`src/vsd_pkg.sv`:
```
// Shared types and constants for the varint stream decoder.
`default_nettype none

package vsd_pkg;

    localparam int DATA_W  = 8;
    localparam int VALUE_W = 64;
    localparam int COUNT_W = 4;
    localparam int STAT_W  = 2;

    // Longest number accepted, in bytes
    localparam int MAX_BYTES_DEF = 10;

    localparam logic [STAT_W-1:0] STATUS_OK        = 2'd0;
    localparam logic [STAT_W-1:0] STATUS_NEED_MORE = 2'd1;
    localparam logic [STAT_W-1:0] STATUS_ZERO_CONT = 2'd2;
    localparam logic [STAT_W-1:0] STATUS_TOO_LONG  = 2'd3;

    typedef struct packed {
        logic [VALUE_W-1:0] number_value;
        logic [COUNT_W-1:0] byte_count;
        logic [STAT_W-1:0]  status;
    } vsd_result_t;

endpackage

`default_nettype wire

```
`src/vsd_core.sv`:
```
// Varint decode step: accumulator, byte counter and result selection.
`default_nettype none

module vsd_core #(
    parameter int MAX_BYTES = vsd_pkg::MAX_BYTES_DEF
) (
    input  wire logic                         clk,
    input  wire logic                         rst_n,
    input  wire logic                         fire,
    input  wire logic [vsd_pkg::DATA_W-1:0]   data_byte,
    input  wire logic                         buffer_end,
    output logic                              res_valid,
    output vsd_pkg::vsd_result_t              res
);

    localparam logic [vsd_pkg::COUNT_W-1:0] MAX_CNT = vsd_pkg::COUNT_W'(MAX_BYTES);
    localparam logic [vsd_pkg::COUNT_W-1:0] CNT_SAT = '1;

    logic [vsd_pkg::VALUE_W-1:0] acc_reg, acc_next;
    logic [vsd_pkg::COUNT_W-1:0] cnt_reg, cnt_next;

    logic [vsd_pkg::VALUE_W-1:0] acc_merged;
    logic [vsd_pkg::COUNT_W-1:0] cnt_inc;
    logic [6:0]                  shift_amt;
    logic [vsd_pkg::VALUE_W-1:0] payload;

    always_comb
    begin
        shift_amt  = {3'b000, cnt_reg} * 7'd7;
        payload    = {{(vsd_pkg::VALUE_W-7){1'b0}}, data_byte[6:0]};
        // cnt below MAX_BYTES keeps the shift under 64
        acc_merged = (cnt_reg < MAX_CNT) ? (acc_reg | (payload << shift_amt)) : acc_reg;
        cnt_inc    = (cnt_reg != CNT_SAT) ? cnt_reg + 1'b1 : cnt_reg;

        res_valid  = 1'b0;
        res        = '0;
        acc_next   = acc_merged;
        cnt_next   = cnt_inc;

        if (cnt_reg != '0 && data_byte == '0)
        begin
            res_valid  = 1'b1;
            res.status = vsd_pkg::STATUS_ZERO_CONT;
        end
        else if (!data_byte[7])
        begin
            res_valid        = 1'b1;
            res.number_value = acc_merged;
            res.byte_count   = cnt_inc;
            res.status       = vsd_pkg::STATUS_OK;
        end
        else if (cnt_inc >= MAX_CNT)
        begin
            res_valid  = 1'b1;
            res.status = vsd_pkg::STATUS_TOO_LONG;
        end
        else if (buffer_end)
        begin
            res_valid  = 1'b1;
            res.status = vsd_pkg::STATUS_NEED_MORE;
        end

        // any result restarts decoding
        if (res_valid)
        begin
            acc_next = '0;
            cnt_next = '0;
        end
    end

    always_ff @(posedge clk or negedge rst_n)
    begin
        if (!rst_n)
        begin
            acc_reg <= '0;
            cnt_reg <= '0;
        end
        else if (fire)
        begin
            acc_reg <= acc_next;
            cnt_reg <= cnt_next;
        end
    end

endmodule

`default_nettype wire

```
`src/vsd_out_buf.sv`:
```
// Two-entry result buffer: output register plus skid register.
`default_nettype none

module vsd_out_buf (
    input  wire logic                 clk,
    input  wire logic                 rst_n,
    input  wire logic                 push,
    input  wire vsd_pkg::vsd_result_t push_data,
    input  wire logic                 out_stall,
    output logic                      out_valid,
    output vsd_pkg::vsd_result_t      out_data,
    output logic                      full
);

    logic                 head_valid_reg, head_valid_next;
    logic                 skid_valid_reg, skid_valid_next;
    vsd_pkg::vsd_result_t head_reg, head_next;
    vsd_pkg::vsd_result_t skid_reg, skid_next;
    logic                 pop;

    assign out_valid = head_valid_reg;
    assign out_data  = head_reg;
    assign full      = skid_valid_reg;
    assign pop       = head_valid_reg && !out_stall;

    always_comb
    begin
        head_valid_next = head_valid_reg;
        skid_valid_next = skid_valid_reg;
        head_next       = head_reg;
        skid_next       = skid_reg;
        if (pop)
        begin
            if (skid_valid_reg)
            begin
                head_next       = skid_reg;
                skid_valid_next = push;
                skid_next       = push_data;
            end
            else
            begin
                head_valid_next = push;
                head_next       = push_data;
            end
        end
        else if (push)
        begin
            if (head_valid_reg)
            begin
                skid_valid_next = 1'b1;
                skid_next       = push_data;
            end
            else
            begin
                head_valid_next = 1'b1;
                head_next       = push_data;
            end
        end
    end

    always_ff @(posedge clk or negedge rst_n)
    begin
        if (!rst_n)
        begin
            head_valid_reg <= 1'b0;
            skid_valid_reg <= 1'b0;
        end
        else
        begin
            head_valid_reg <= head_valid_next;
            skid_valid_reg <= skid_valid_next;
        end
    end

    always_ff @(posedge clk)
    begin
        head_reg <= head_next;
        skid_reg <= skid_next;
    end

endmodule

`default_nettype wire

```
`src/varint_stream_decoder.sv`:
```
// Top level of the streaming unsigned LEB128 varint decoder.
//
// Takes one byte per transaction and emits one result transaction when a
// number ends or an error is found: terminator byte (bit 7 clear) gives the
// value, byte count and status ok; a zero byte after a continuation byte,
// a continuation byte reaching MAX_BYTES, or a continuation byte flagged
// buffer_end gives value 0, count 0 and the matching error status, and
// decoding restarts at the next byte. Continuation bytes mid-buffer give
// no result. Throughput is one byte per cycle while in_stall is low; a result
// reaches the output after its byte passes through the input register and
// the decode step, a 64-bit shift-or plus compares, writes it into the
// result buffer. The result side holds two entries (output plus skid
// register), so input keeps flowing while one result waits under out_stall;
// in_stall rises only when both are full and the input register holds a
// byte.
`default_nettype none

module varint_stream_decoder #(
    parameter int MAX_BYTES = vsd_pkg::MAX_BYTES_DEF
) (
    input  wire logic                          clk,
    input  wire logic                          rst_n,
    input  wire logic                          in_valid,
    output logic                               in_stall,
    input  wire logic [vsd_pkg::DATA_W-1:0]    data_byte,
    input  wire logic                          buffer_end,
    output logic                               out_valid,
    input  wire logic                          out_stall,
    output logic [vsd_pkg::VALUE_W-1:0]        number_value,
    output logic [vsd_pkg::COUNT_W-1:0]        byte_count,
    output logic [vsd_pkg::STAT_W-1:0]         status
);

    // input register
    logic                        in_vld_reg;
    logic [vsd_pkg::DATA_W-1:0]  byte_reg;
    logic                        end_reg;

    logic                        in_accept;
    logic                        step;
    logic                        buf_full;
    logic                        res_valid;
    vsd_pkg::vsd_result_t        res;
    vsd_pkg::vsd_result_t        out_data;

    // the held byte steps whenever the result buffer has a free entry
    assign step      = in_vld_reg && !buf_full;
    assign in_stall  = in_vld_reg && buf_full;
    assign in_accept = in_valid && !in_stall;

    always_ff @(posedge clk or negedge rst_n)
    begin
        if (!rst_n)
        begin
            in_vld_reg <= 1'b0;
        end
        else if (in_accept)
        begin
            in_vld_reg <= 1'b1;
        end
        else if (step)
        begin
            in_vld_reg <= 1'b0;
        end
    end

    always_ff @(posedge clk)
    begin
        if (in_accept)
        begin
            byte_reg <= data_byte;
            end_reg  <= buffer_end;
        end
    end

    vsd_core #(
        .MAX_BYTES (MAX_BYTES)
    ) u_core (
        .clk        (clk),
        .rst_n      (rst_n),
        .fire       (step),
        .data_byte  (byte_reg),
        .buffer_end (end_reg),
        .res_valid  (res_valid),
        .res        (res)
    );

    vsd_out_buf u_out_buf (
        .clk       (clk),
        .rst_n     (rst_n),
        .push      (step && res_valid),
        .push_data (res),
        .out_stall (out_stall),
        .out_valid (out_valid),
        .out_data  (out_data),
        .full      (buf_full)
    );

    assign number_value = out_data.number_value;
    assign byte_count   = out_data.byte_count;
    assign status       = out_data.status;

endmodule

`default_nettype wire
```
`config.mk`:
```
export PLATFORM = sky130hd
export DESIGN_NAME = varint_stream_decoder
export DESIGN_NICKNAME = d
export VERILOG_FILES = /design/src/vsd_pkg.sv /design/src/vsd_core.sv /design/src/vsd_out_buf.sv /design/src/varint_stream_decoder.sv
export SDC_FILE = /design/constraint.sdc
export NUM_CORES = 1
export LEC_CHECK = 0
export ABC_CLOCK_PERIOD_IN_PS = 10330
export BUFFER_PORTS_ARGS = -buffer_cell sky130_fd_sc_hd__buf_2
export CORE_MARGIN = 8
export CORE_UTILIZATION = 40
export CTS_BUF_LIST = sky130_fd_sc_hd__clkbuf_16
export DETAILED_ROUTE_END_ITERATION = 6
export SYNTH_ARGS = -nofsm -noshare
export SYNTH_HDL_FRONTEND = slang
export SYNTH_HIERARCHICAL = 1
export SYNTH_SLANG_ARGS = --single-unit
```
`constraint.sdc`:
```
create_clock -name clk -period 10.33 [get_ports clk]
set_input_delay 1.033 -clock clk [delete_from_list [all_inputs] [get_ports clk]]
set_output_delay 1.033 -clock clk [all_outputs]
set_load 0.05 [all_outputs]
```
# Word level (Yosys, flattened, before mapping)
# Cells that the tools add are included.
[word_totals]
register_bits = 220
inputBits = 13
out_inout_bits = 72
word_cells = 72
[classes]
n_addsub = 1
multipliers = 1
order_cmp = 2
eq_ne = 4
shift = 1
mux = 31
n_bitwise = 1
n_reduce_logical = 18
[op_table]
columns = ["operator", "n"]
rows = [
  ["two-way mux 70 bit", 8],
  ["two-way mux 68 bit", 2],
  ["two-way mux 64 bit", 2],
  ["bitwise OR 64 bit", 1],
  ["left shift 7 x 7 -> 64 bit", 1],
  ["two-way mux 1 bit", 14],
  ["zero test 8 bit", 1],
  ["two-way mux 4 bit", 2],
  ["multiplier 4 x 3 -> 7 bit (second input constant)", 1],
  ["logical AND 1 bit", 6],
  ["two-way mux 2 bit", 3],
  ["AND reduction 2 bit", 3],
  ["nonzero test 2 bit", 3],
  ["adder 4 x 1 -> 4 bit (second input constant)", 1],
  [">= comparator 4 bit (second input constant)", 1],
  ["< comparator 4 bit (second input constant)", 1],
  ["inequality test 2 bit (second input constant)", 2],
  ["inequality test 4 bit (second input constant)", 1],
  ["nonzero test 4 bit", 1],
  ["zero test 1 bit", 3],
  ["AND reduction 3 bit", 1],
  ["inequality test 2 x 1 -> 1 bit (second input constant)", 1],
]

# Depth between registers and ports, before layout
# Gate-level depths: netlist of run 1.
[depth]
word_depth = 9
mapped_depth = 10
mapped_depth_nobuf = 7

# Hierarchy
# Netlist of run 1, hierarchy kept.
[modules_own_cells]
columns = ["module", "instances", "cells_each", "area_per_inst_um2", "seq_area_each_um2"]
rows = [
  ["vsd_out_buf", 1, 229, 5243.8, 4254.1],
  ["vsd_core", 1, 450, 3558.4, 1701.6],
  ["varint_stream_decoder", 1, 15, 334.1, 295.3],
]

# Least setup slack after synthesis of run 1
# No wires, ideal clock.
[synth_timing]
path_kind = "register to register"
from = "register u_core/cnt_reg[0] (netlist bit)"
to = "register u_out_buf.head_reg (netlist bit u_out_buf/out_data[0]) (enable)"
setup_ps = 528
t_arrival_ps = 5096
t_required_ps = 9802
path_slack_ps = 4706
path_stages_with_launch = 9
n_path_buf = 1
path_cell_list = "dfrtp_1 buf_2 clkinv_1 ha_1 a211oi_2 o21ai_0 and3b_1 inv_1 mux2i_1"
[synth_via]
elab_chain_cells = 9
[synth_lines]
columns = ["element", "line", "source"]
rows = [
  ["start, declared", "vsd_core.sv:20", "logic [vsd_pkg::COUNT_W-1:0] cnt_reg, cnt_next;"],
  ["start signal, assigned", "vsd_core.sv:81", "cnt_reg <= cnt_next;"],
  ["adder 4 x 1 -> 4 bit or inequality test 4 bit (tied branches)", "vsd_core.sv:33", "cnt_inc = (cnt_reg != CNT_SAT) ? cnt_reg + 1'b1 : cnt_reg;"],
  ["two-way mux 4 bit", "vsd_core.sv:33", ""],
  [">= comparator 4 bit", "vsd_core.sv:52", "else if (cnt_inc >= MAX_CNT)"],
  ["two-way mux 1 bit", "vsd_core.sv:52", ""],
  ["two-way mux 1 bit", "vsd_core.sv:45", "else if (!data_byte[7])"],
  ["two-way mux 1 bit (*)", "vsd_core.sv:40", "if (cnt_reg != '0 && data_byte == '0)"],
  ["net res_valid", "varint_stream_decoder.sv:42", "logic res_valid;"],
  ["logical AND 1 bit (*)", "varint_stream_decoder.sv:91", ".push (step && res_valid),"],
  ["nonzero test 2 bit (no line) (*)", "--", ""],
  ["AND reduction 2 bit (no line) (*)", "--", ""],
  ["end signal, assigned", "vsd_out_buf.sv:77", "head_reg <= head_next;"],
  ["end, declared", "vsd_out_buf.sv:17", "vsd_pkg::vsd_result_t head_reg, head_next;"],
]
# The timed path passes the listed nets; every way through them passes the cells marked *.
# A chain may end at the register's enable or synchronous reset.

# Final worst setup path of run 1
[layout_timing]
from = "register u_core/cnt_reg[1] (netlist bit)"
to = "register u_out_buf/skid_reg[41] (netlist bit) (enable)"
[layout_via]
elab_chain_cells = 9
[layout_lines]
columns = ["element", "line", "source"]
rows = [
  ["adder 4 x 1 -> 4 bit or inequality test 4 bit (tied branches)", "vsd_core.sv:33", ""],
  ["two-way mux 4 bit", "vsd_core.sv:33", ""],
  [">= comparator 4 bit", "vsd_core.sv:52", ""],
  ["two-way mux 1 bit", "vsd_core.sv:52", ""],
  ["two-way mux 1 bit", "vsd_core.sv:45", ""],
  ["two-way mux 1 bit (*)", "vsd_core.sv:40", ""],
  ["net res_valid", "varint_stream_decoder.sv:42", ""],
  ["logical AND 1 bit (*)", "varint_stream_decoder.sv:91", ""],
  ["nonzero test 2 bit (no line) (*)", "--", ""],
  ["AND reduction 3 bit (no line) (*)", "--", ""],
  ["end signal, assigned", "vsd_out_buf.sv:78", "skid_reg <= skid_next;"],
  ["end, declared", "vsd_out_buf.sv:18", "vsd_pkg::vsd_result_t skid_reg, skid_next;"],
]
# Marked as above.

==> results.cfg, run 1 <==
[outcome]
run_status = finished with violations
violations = DRC

[pwr]
netSwitchingPower_w = 0.00128
ir_worst_vdd_uv = 167
p_per_area_nw_per_um2 = 312
p_int_w = 0.00199
p_leak_nw = 4.37
power_frac_clock_pct = 24.2
p_comb_share_pct = 33.8
seqPwrFrac_pct = 42.0
swShare_pct = 39.1

[floorplan]
core_um2 = 22500
fp-row-count = 55
die_y_um = 167
initial_core_util_pct = 40.6
die_area_um2 = 27900
die_w_um = 167
ios = 85

[clock_tree]
clock_path_buffers = 3
postCtsHoldBufs = 0
root_buffer = clkbuf_16
clock-sinks = 220
cts.repair.resized = 0
cts_setup_buffers = 0
htree_levels = 1
cts_made_buffers = 24
cts_tree = built
clock_latency_ns = 0.51
clkTransAtPathRegs_ns = 0.06

[timing]
slew_headroom_pct = 18.9
fin_crit_ns = 3.93
clock.fmax_ghz = 0.255
worst_slack_ns = 6.40
min_period_over_period_pct = 38.0
rsz0062_at_grt = false
drv_slew = 0
finalSetupViolCount = 0
finClkSkew_ns = 0.0120
final_hold_viol_count = 0
worstMarginPinSlew_ns = 1.21
tns_ns = 0

[yosys]
synth_warnings = 6
synth_top_area_share_pct = 49.0
synth-main-ff-cell = edfxtp_1
synth_compound_area_share_pct = 8.93
synth-simple-area-share_pct = 9.45
syn_nets = 710
synth_seq_area_share_pct = 68.4
ys_seq_elements = 220
synth_async_sr_flop_share_pct = 32.3
yosysTopAreaCell = edfxtp_1
synth_edf_count = 149
synthAdderAreaFrac_pct = 0.411
synth_mux_area_share_pct = 9.33
ys_types = 45
synth_area_per_cell_um2 = 13.2
synthTopCellsByArea = edfxtp_1, dfrtp_1, mux2_2, nor2_1, a21oi_1
synth_xor_area_share_pct = 0.0959
synth_cells = 694
synth_top_family_by_area = simple AND/OR/NAND/NOR gates
syn_area_um2 = 9140

[grt]
grt_pass1_wl_um = 32000
antenna_found_initial = 0
grt_usage_pct = 14.1
first_global_vias = 5634
grt_max_degree = 72
grt_overflow = 0

[layout]
final_common_cell = nor2_1
antennaDiodeCount = 0
multi_input_area_um2 = 2610
seq_area_um2 = 6250
instances_no_fill = 1074
synthToLayoutAreaGrowth_pct = 14.8
final_cell_mix = nor2_1, edfxtp_1, a21oi_1, buf_2, dfrtp_1
nNetsFinal = 787
layout-drive-gt1-share_pct = 27.4
n_fill_cell = 2012

[setup_path]
cp-start-kind = flip-flop
worstReg2RegEnd = u_out_buf/skid_reg[41]
cp-startpoint = u_core/cnt_reg[1]
reg2reg_slack_ns = 6.40
critPathMaxStageDelay_ns = 0.76
path_delay_family = simple AND/OR/NAND/NOR gates
slowest_stage = nor2b_4
path_buf_inv = 2
path_cells = clkinv_1, ha_1, a211oi_2, o21ai_0, and3b_1, mux2i_1, nor2b_4, buf_4
regToRegStartpoint = u_core/cnt_reg[1]
rr_worst_depth = 8
critPathMaxFanout = 38
endpoint_kind = flip-flop
critical_path_class = flip-flop to flip-flop
endpoint = u_out_buf/skid_reg[41]
required_ns = 10.46
cp_num_cells = 8
cp.arrival_ns = 4.06

[placed_design]
io_buffers = 84
dp_hpwl_um = 12500
gp_routability_congestion = 0.817
place_ws_ns = 6.19
place_inst = 1029

[drt]
post_drt_via_cell_ratio = 5.22
drt_first_pass_iters = 7
vias = 5602
drc = 1
drt-total-wl_um = 19700
ant_nets = 0
dr.first_iter.drc_count = 469
wire_per_inst_um = 18.4

[run]
maxCapViolations = 0

[worst_hold_path]
hold_path_class = flip-flop to flip-flop
==> per-layer routing <==
metal / part of all wire (%) / track usage [%] / up-vias
li1: - / - / 2663
met1: 48 / 20.0 / 2716
met2: 45 / 21.4 / 182
met3: 5.3 / 2.63 / 41
met4: 2.5 / 4.39 / 0
met5: 0 / 0 / -
==> power by group through the flow <==
stage               sequential, W  clock [W]  combinational [W]
global route              0.00140   0.000843            0.00119
CTS                       0.00138   0.000813            0.00111
global placement          0.00139          0            0.00111
floorplan                 0.00177          0           0.000475
detailed placement        0.00139          0            0.00111
finish                    0.00137   0.000790            0.00111
==> through the flow <==
step,hold slack [ns],area (µm²),total power [W],util [%]
floorplan,0.463,9140,0.00225,-
global placement,0.476,9730,0.00250,43.2
detailed placement,0.484,9730,0.00250,43.2
CTS,0.499,10500,0.00331,46.5
global route,0.509,10500,0.00343,46.6
finish,0.494,10500,0.00327,46.6
==> synth_stat cells (2+ instances only) <==
cell type  number
o21ai_0         2
edfxtp_1      149
o22ai_1         2
or4_1           2
a21oi_1        98
mux2i_1         3
nand2b_1        5
nor2_1        159
mux2_4          6
nor2b_1         7
a211oi_2        2
a41oi_1         2
ha_1            3
buf_2          10
clkbuf_1       18
nor3_1          5
nand2_1        10
buf_6           3
nand3_1         4
or2_2           2
a21o_1          2
mux2_2         65
inv_1           2
a31oi_1        30
dfrtp_1        71
buf_4           6
clkinv_1        2
clkbuf_8        7
==> worst min-delay path by stage <==
| stage | from | to | depth (start not counted) |
|---|---|---|---|
| after floorplan | u_core/acc_reg[35] | u_core/acc_reg[35] | 2 |
| after global routing | u_core/acc_reg[35] | u_core/acc_reg[35] | 2 |
| after CTS | u_core/acc_reg[56] | u_core/acc_reg[56] | 2 |
| after global placement | u_core/acc_reg[51] | u_core/acc_reg[51] | 2 |
| after detailed placement | u_core/acc_reg[0] | u_core/acc_reg[0] | 2 |
| final | u_core/acc_reg[56] | u_core/acc_reg[56] | 2 |
==> cell type report <==
cell class / count / share of cell area, %
well taps: 285 / 3.40
repair buffers: 95 / 4.91
multi-input cells: 426 / 24.9
inverters: 4 / 0.143
clock inverters: 18 / 0.870
clock buffers: 26 / 6.20
flip-flops and latches: 220 / 59.6
==> cells by family after synthesis <==
group                    count (synthesis)
AO/OA/AOI/OAI                          145
adder cells (fa/ha/maj)                  3
XOR/XNOR                                 1
AND/OR/NAND/NOR                        203
flip-flops                             220
buffers and inverters                   48
multiplexers                            74
==> tightest hold or removal path, stage by stage (launching register included) <==
cell	delay [ns]
dfrtp_1	0.34
a31oi_1	0.04
nor2_1	0.07
No activity file was read; power rests on OpenSTA's default activity.
==> run 2: changes to the inputs <==
--- a/config.mk
+++ b/config.mk
@@ -5,7 +5,7 @@
 export SDC_FILE = /design/constraint.sdc
 export NUM_CORES = 1
 export LEC_CHECK = 0
-export ABC_CLOCK_PERIOD_IN_PS = 10330
+export ABC_CLOCK_PERIOD_IN_PS = 3200
 export BUFFER_PORTS_ARGS = -buffer_cell sky130_fd_sc_hd__buf_2
 export CORE_MARGIN = 8
 export CORE_UTILIZATION = 40
==> constraint.sdc (replaced) <==
create_clock -name clk -period 3.2 [get_ports clk]
set_input_delay 0.32 -clock clk [delete_from_list [all_inputs] [get_ports clk]]
set_output_delay 0.32 -clock clk [all_outputs]
set_load 0.05 [all_outputs]
==> results.cfg, run 2 (synthesis results as in run 1) <==
[setup_path]
critPathMaxFanout = 32
endpoint = u_out_buf/skid_reg[15]
critical_path_class = flip-flop to flip-flop
reg2reg_slack_ns = 0.34
cp-startpoint = u_core/cnt_reg[0]
worstReg2RegEnd = u_out_buf/skid_reg[15]
cp-start-kind = flip-flop
required_ns = 3.35
endpoint_kind = flip-flop
cp.arrival_ns = 3.01
rr_worst_depth = 8
regToRegStartpoint = u_core/cnt_reg[0]

[layout]
final_common_cell = nor2_1
layout-drive-gt1-share_pct = 27.8
antennaDiodeCount = 0
synthToLayoutAreaGrowth_pct = 18.7
nNetsFinal = 817
final_cell_mix = nor2_1, edfxtp_1, a21oi_1, buf_2, dfrtp_1

[grt]
first_global_vias = 6026
grt_overflow = 0
grt_pass1_wl_um = 33300
grt_usage_pct = 14.6
antenna_found_initial = 0
grt_max_degree = 71

[timing]
rsz0062_at_grt = false
final_hold_viol_count = 0
worst_slack_ns = 0.341
tns_ns = 0
worstMarginPinSlew_ns = 1.03
clock.fmax_ghz = 0.350
finalSetupViolCount = 0
min_period_over_period_pct = 89.3
fin_crit_ns = 2.86
finClkSkew_ns = 0.0144
drv_slew = 0
slew_headroom_pct = 31.2
fin_hold_ws_ns = 0.185

[clock_tree]
cts_tree = built
clock_latency_ns = 0.51
clock-sinks = 220
htree_levels = 1
cts_made_buffers = 24
cts_setup_buffers = 0
clock_path_buffers = 3
root_buffer = clkbuf_16
clkTransAtPathRegs_ns = 0.06
cts.repair.resized = 0

[drt]
ant_nets = 0
drt_first_pass_iters = 5
vias = 5744
drc = 0
drt-total-wl_um = 20500
post_drt_via_cell_ratio = 5.20
dr.first_iter.drc_count = 431
wire_per_inst_um = 18.6

[pwr]
p_per_area_nw_per_um2 = 999
ir_worst_vdd_uv = 563
p_leak_nw = 4.55

[placed_design]
gp_routability_congestion = 0.829
io_buffers = 84
place_ws_ns = 0.362
dp_hpwl_um = 13100

[floorplan]
fp-row-count = 55
ios = 85
initial_core_util_pct = 40.6
die_y_um = 167
die_area_um2 = 27900
die_w_um = 167
core_um2 = 22500

[outcome]
run_status = finished clean

[run]
maxCapViolations = 0

[worst_hold_path]
hold_path_class = input pin to flip-flop
-- run 2: cell types whose count changed in the layout (fill, tap and decap cells not counted), sizes merged --
cell,change
bufinv,+1
clkinv,-2
inv,+1
dlygate4sd3,+11
buf,+19
-- run 2: repair_timing --
action                                  in CTS  in global routing
endpoints found under the setup margin       0                  0
endpoints found under the hold margin       23                  0
hold buffers                                11                  0
-- run 2: power breakdown --
part           internal, W  switching, W
Clock              0.00153       0.00105
Sequential         0.00408      0.000297
Combinational      0.00107       0.00281
Total              0.00668       0.00416
-- run 2: worst max-delay path, cell delays in order (launching register included) --
cell      delay [ns]
dfrtp_1         0.65
ha_1            0.36
nand2b_1        0.14
mux2i_1         0.12
o21ai_1         0.29
and3b_1         0.26
mux2i_1         0.12
nor2b_4         0.17
buf_4           0.39
-- run 2: worst min-delay path by stage --
stage | startpoint | end | slack [ns] | cells after the start
floorplan | rst_n | in_vld_reg | 0.02 | 0
global placement | rst_n | u_core/acc_reg[23] | 0.25 | 1
detailed placement | rst_n | u_core/acc_reg[23] | 0.26 | 1
CTS | out_stall | u_out_buf/out_valid | 0.16 | 3
global route | out_stall | u_out_buf/full | 0.18 | 2
finish | out_stall | u_out_buf/out_valid | 0.19 | 3
-- run 2: metal layers --
metal	wire length [µm]	vias to the layer above	part of all wire [%]	global-route usage, %
li1	-	2721	-	-
met5	0	-	0	0
met1	9150	2837	45	19.1
met4	235	0	1.1	3.22
met2	9730	161	48	24.1
met3	1360	25	6.7	3.90
-- run 2: per-stage QoR --
step / cell area [µm²] / power (W) / util [%] / instances
floorplan: 9180 / 0.00725 / - / 694
global placement: 9980 / 0.00828 / 44.4 / 1049
detailed placement: 9980 / 0.00832 / 44.4 / 1049
CTS: 10800 / 0.0109 / 48.2 / 1104
global route: 10800 / 0.0114 / 48.2 / 1104
finish: 10800 / 0.0108 / 48.2 / 1104
-- run 2: cell type report --
cell class / count / area, µm²
clock buffers: 26 / 651
well taps: 285 / 357
inverters: 4 / 21.3
flip-flops and latches: 220 / 6250
fillers: 1980 / 11700
repair buffers: 125 / 843
clock inverters: 18 / 98.8
multi-input cells: 426 / 2620
==> run 3: changes to the inputs <==
--- a/config.mk
+++ b/config.mk
@@ -11,6 +11,7 @@
 export CORE_UTILIZATION = 40
 export CTS_BUF_LIST = sky130_fd_sc_hd__clkbuf_16
 export DETAILED_ROUTE_END_ITERATION = 6
+export PLACE_DENSITY_LB_ADDON = 0.1
 export SYNTH_ARGS = -nofsm -noshare
 export SYNTH_HDL_FRONTEND = slang
 export SYNTH_HIERARCHICAL = 1
==> results.cfg, run 3 (synthesis results as in run 1) <==
[grt]
use_met1_pct = 19.5
grt_overflow = 0
grt_max_degree = 71
grt_util_met3_pct = 3.24
grt_pass1_wl_um = 33100
grt.busiest_layer = met2
first_global_vias = 5946
antenna_found_initial = 0
grt_usage_pct = 14.5
grt_use_met2_pct = 23.5

[drt]
drt_first_pass_iters = 6
ant_nets = 0
wire_per_inst_um = 18.7
drc = 0
dr.first_iter.drc_count = 391
drt-total-wl_um = 20600
vias = 5750
post_drt_via_cell_ratio = 5.22

[clock_tree]
clock-sinks = 220
clock_latency_ns = 0.51
htree_levels = 1
clkTransAtPathRegs_ns = 0.06
clock_path_buffers = 3
cts_made_buffers = 24
cts_tree = built
root_buffer = clkbuf_16

[setup_path]
critical_path_class = flip-flop to flip-flop
endpoint_kind = flip-flop
path_delay_family = flip-flops
endpoint = u_out_buf/skid_reg[49]
reg2reg_slack_ns = 0.35
critPathMaxStageDelay_ns = 0.63
regToRegStartpoint = u_core/cnt_reg[1]
critPathMaxFanout = 38
rr_worst_depth = 8
required_ns = 3.35
cp.arrival_ns = 3.00
path_cells = ha_1, nand2b_1, mux2i_1, o21ai_1, and3b_1, mux2i_1, nor2b_4, buf_4
slowest_stage = dfrtp_1
cp-start-kind = flip-flop
worstReg2RegEnd = u_out_buf/skid_reg[49]
critPathMostFrequentCell = mux2i_1
cp_num_cells = 8
path_buf_inv = 1
cp-startpoint = u_core/cnt_reg[1]

[timing]
finalSetupViolCount = 0
finClkSkew_ns = 0.0124
worst_slack_ns = 0.351
tns_ns = 0
slew_headroom_pct = 32.7
drv_slew = 0
rsz0062_at_grt = false
final_hold_viol_count = 0
min_period_over_period_pct = 89.0
fin_hold_ws_ns = 0.177
fin_crit_ns = 2.85
clock.fmax_ghz = 0.351
worstMarginPinSlew_ns = 1.01

[placed_design]
place_inst = 1046
place_ws_ns = 0.381
dp_hpwl_um = 13400
io_buffers = 84
dpl_cell_area_um2 = 9910
gp_routability_congestion = 0.829

[run]
maxCapViolations = 0

[floorplan]
initial_core_util_pct = 40.6
die_w_um = 167
core_um2 = 22500
ios = 85
fp-row-count = 55
die_area_um2 = 27900
die_y_um = 167

[worst_hold_path]
hold_path_class = input pin to flip-flop

[layout]
layout-drive-gt1-share_pct = 28.7
final_area_um2 = 10900
instances_no_fill = 1101
final_common_cell = nor2_1
antennaDiodeCount = 0
nNetsFinal = 814
synthToLayoutAreaGrowth_pct = 19.2
final_cell_mix = nor2_1, edfxtp_1, a21oi_1, buf_2, dfrtp_1

[outcome]
run_status = finished clean

[pwr]
ir_worst_vdd_uv = 507
p_per_area_nw_per_um2 = 1030
p_leak_nw = 4.54
-- run 3: worst min-delay path by stage --
stage	from	end	slack (ns)	cells past startpoint
6_report	out_stall	u_out_buf/full	0.18	2
5_1_grt	out_stall	u_out_buf/full	0.17	2
4_1_cts	out_stall	u_out_buf/out_valid	0.16	3
3_5_place_dp	rst_n	u_core/acc_reg[11]	0.42	1
3_3_place_gp	rst_n	u_core/acc_reg[10]	0.40	1
2_1_floorplan	rst_n	in_vld_reg	0.02	0
-- run 3: worst register-to-register path, delay by kind of cell (launching register included) --
kind,cells,cell delay (ns)
flip-flops,1,0.63
AND/OR/NAND/NOR,3,0.54
buffers and inverters,1,0.43
adder cells (fa/ha/maj),1,0.35
multiplexers,2,0.26
AO/OA/AOI/OAI,1,0.26
-- run 3: report_power, final --
group          leakage [nW]  internal, W  switching (W)
registers              2.43      0.00408       0.000291
clock network         0.437      0.00187        0.00112
logic                  1.68      0.00101        0.00280
total                  4.54      0.00696        0.00421
-- run 3: area by class of cell --
cell class | instances | area [µm²]
Timing Repair Buffer | 122 | 771
Sequential cell | 220 | 6250
Clock inverter | 18 | 215
Fill cell | 2003 | 11600
Inverter | 4 | 21.3
Tap cell | 285 | 357
Clock buffer | 26 | 651
Multi-Input combinational cell | 426 | 2620
-- run 3: metal layers --
metal,share of wire (%),up-vias
met4,1.7,0
met2,47,183
met1,45,2818
met3,6.5,29
li1,-,2720
met5,0,-
-- run 3: through the flow --
step | util [%] | total power, W
6_report | 48.4 | 0.0112
5_1_grt | 48.4 | 0.0117
4_1_cts | 48.4 | 0.0113
3_5_place_dp | 44.0 | 0.00825
3_3_place_gp | 44.0 | 0.00819
2_1_floorplan | - | 0.00725
-- run 3: timing repair --
item,in CTS,in global routing
resized for setup,0,0
endpoints found under the hold margin,40,0
buffers inserted,0,0
hold buffers,11,0
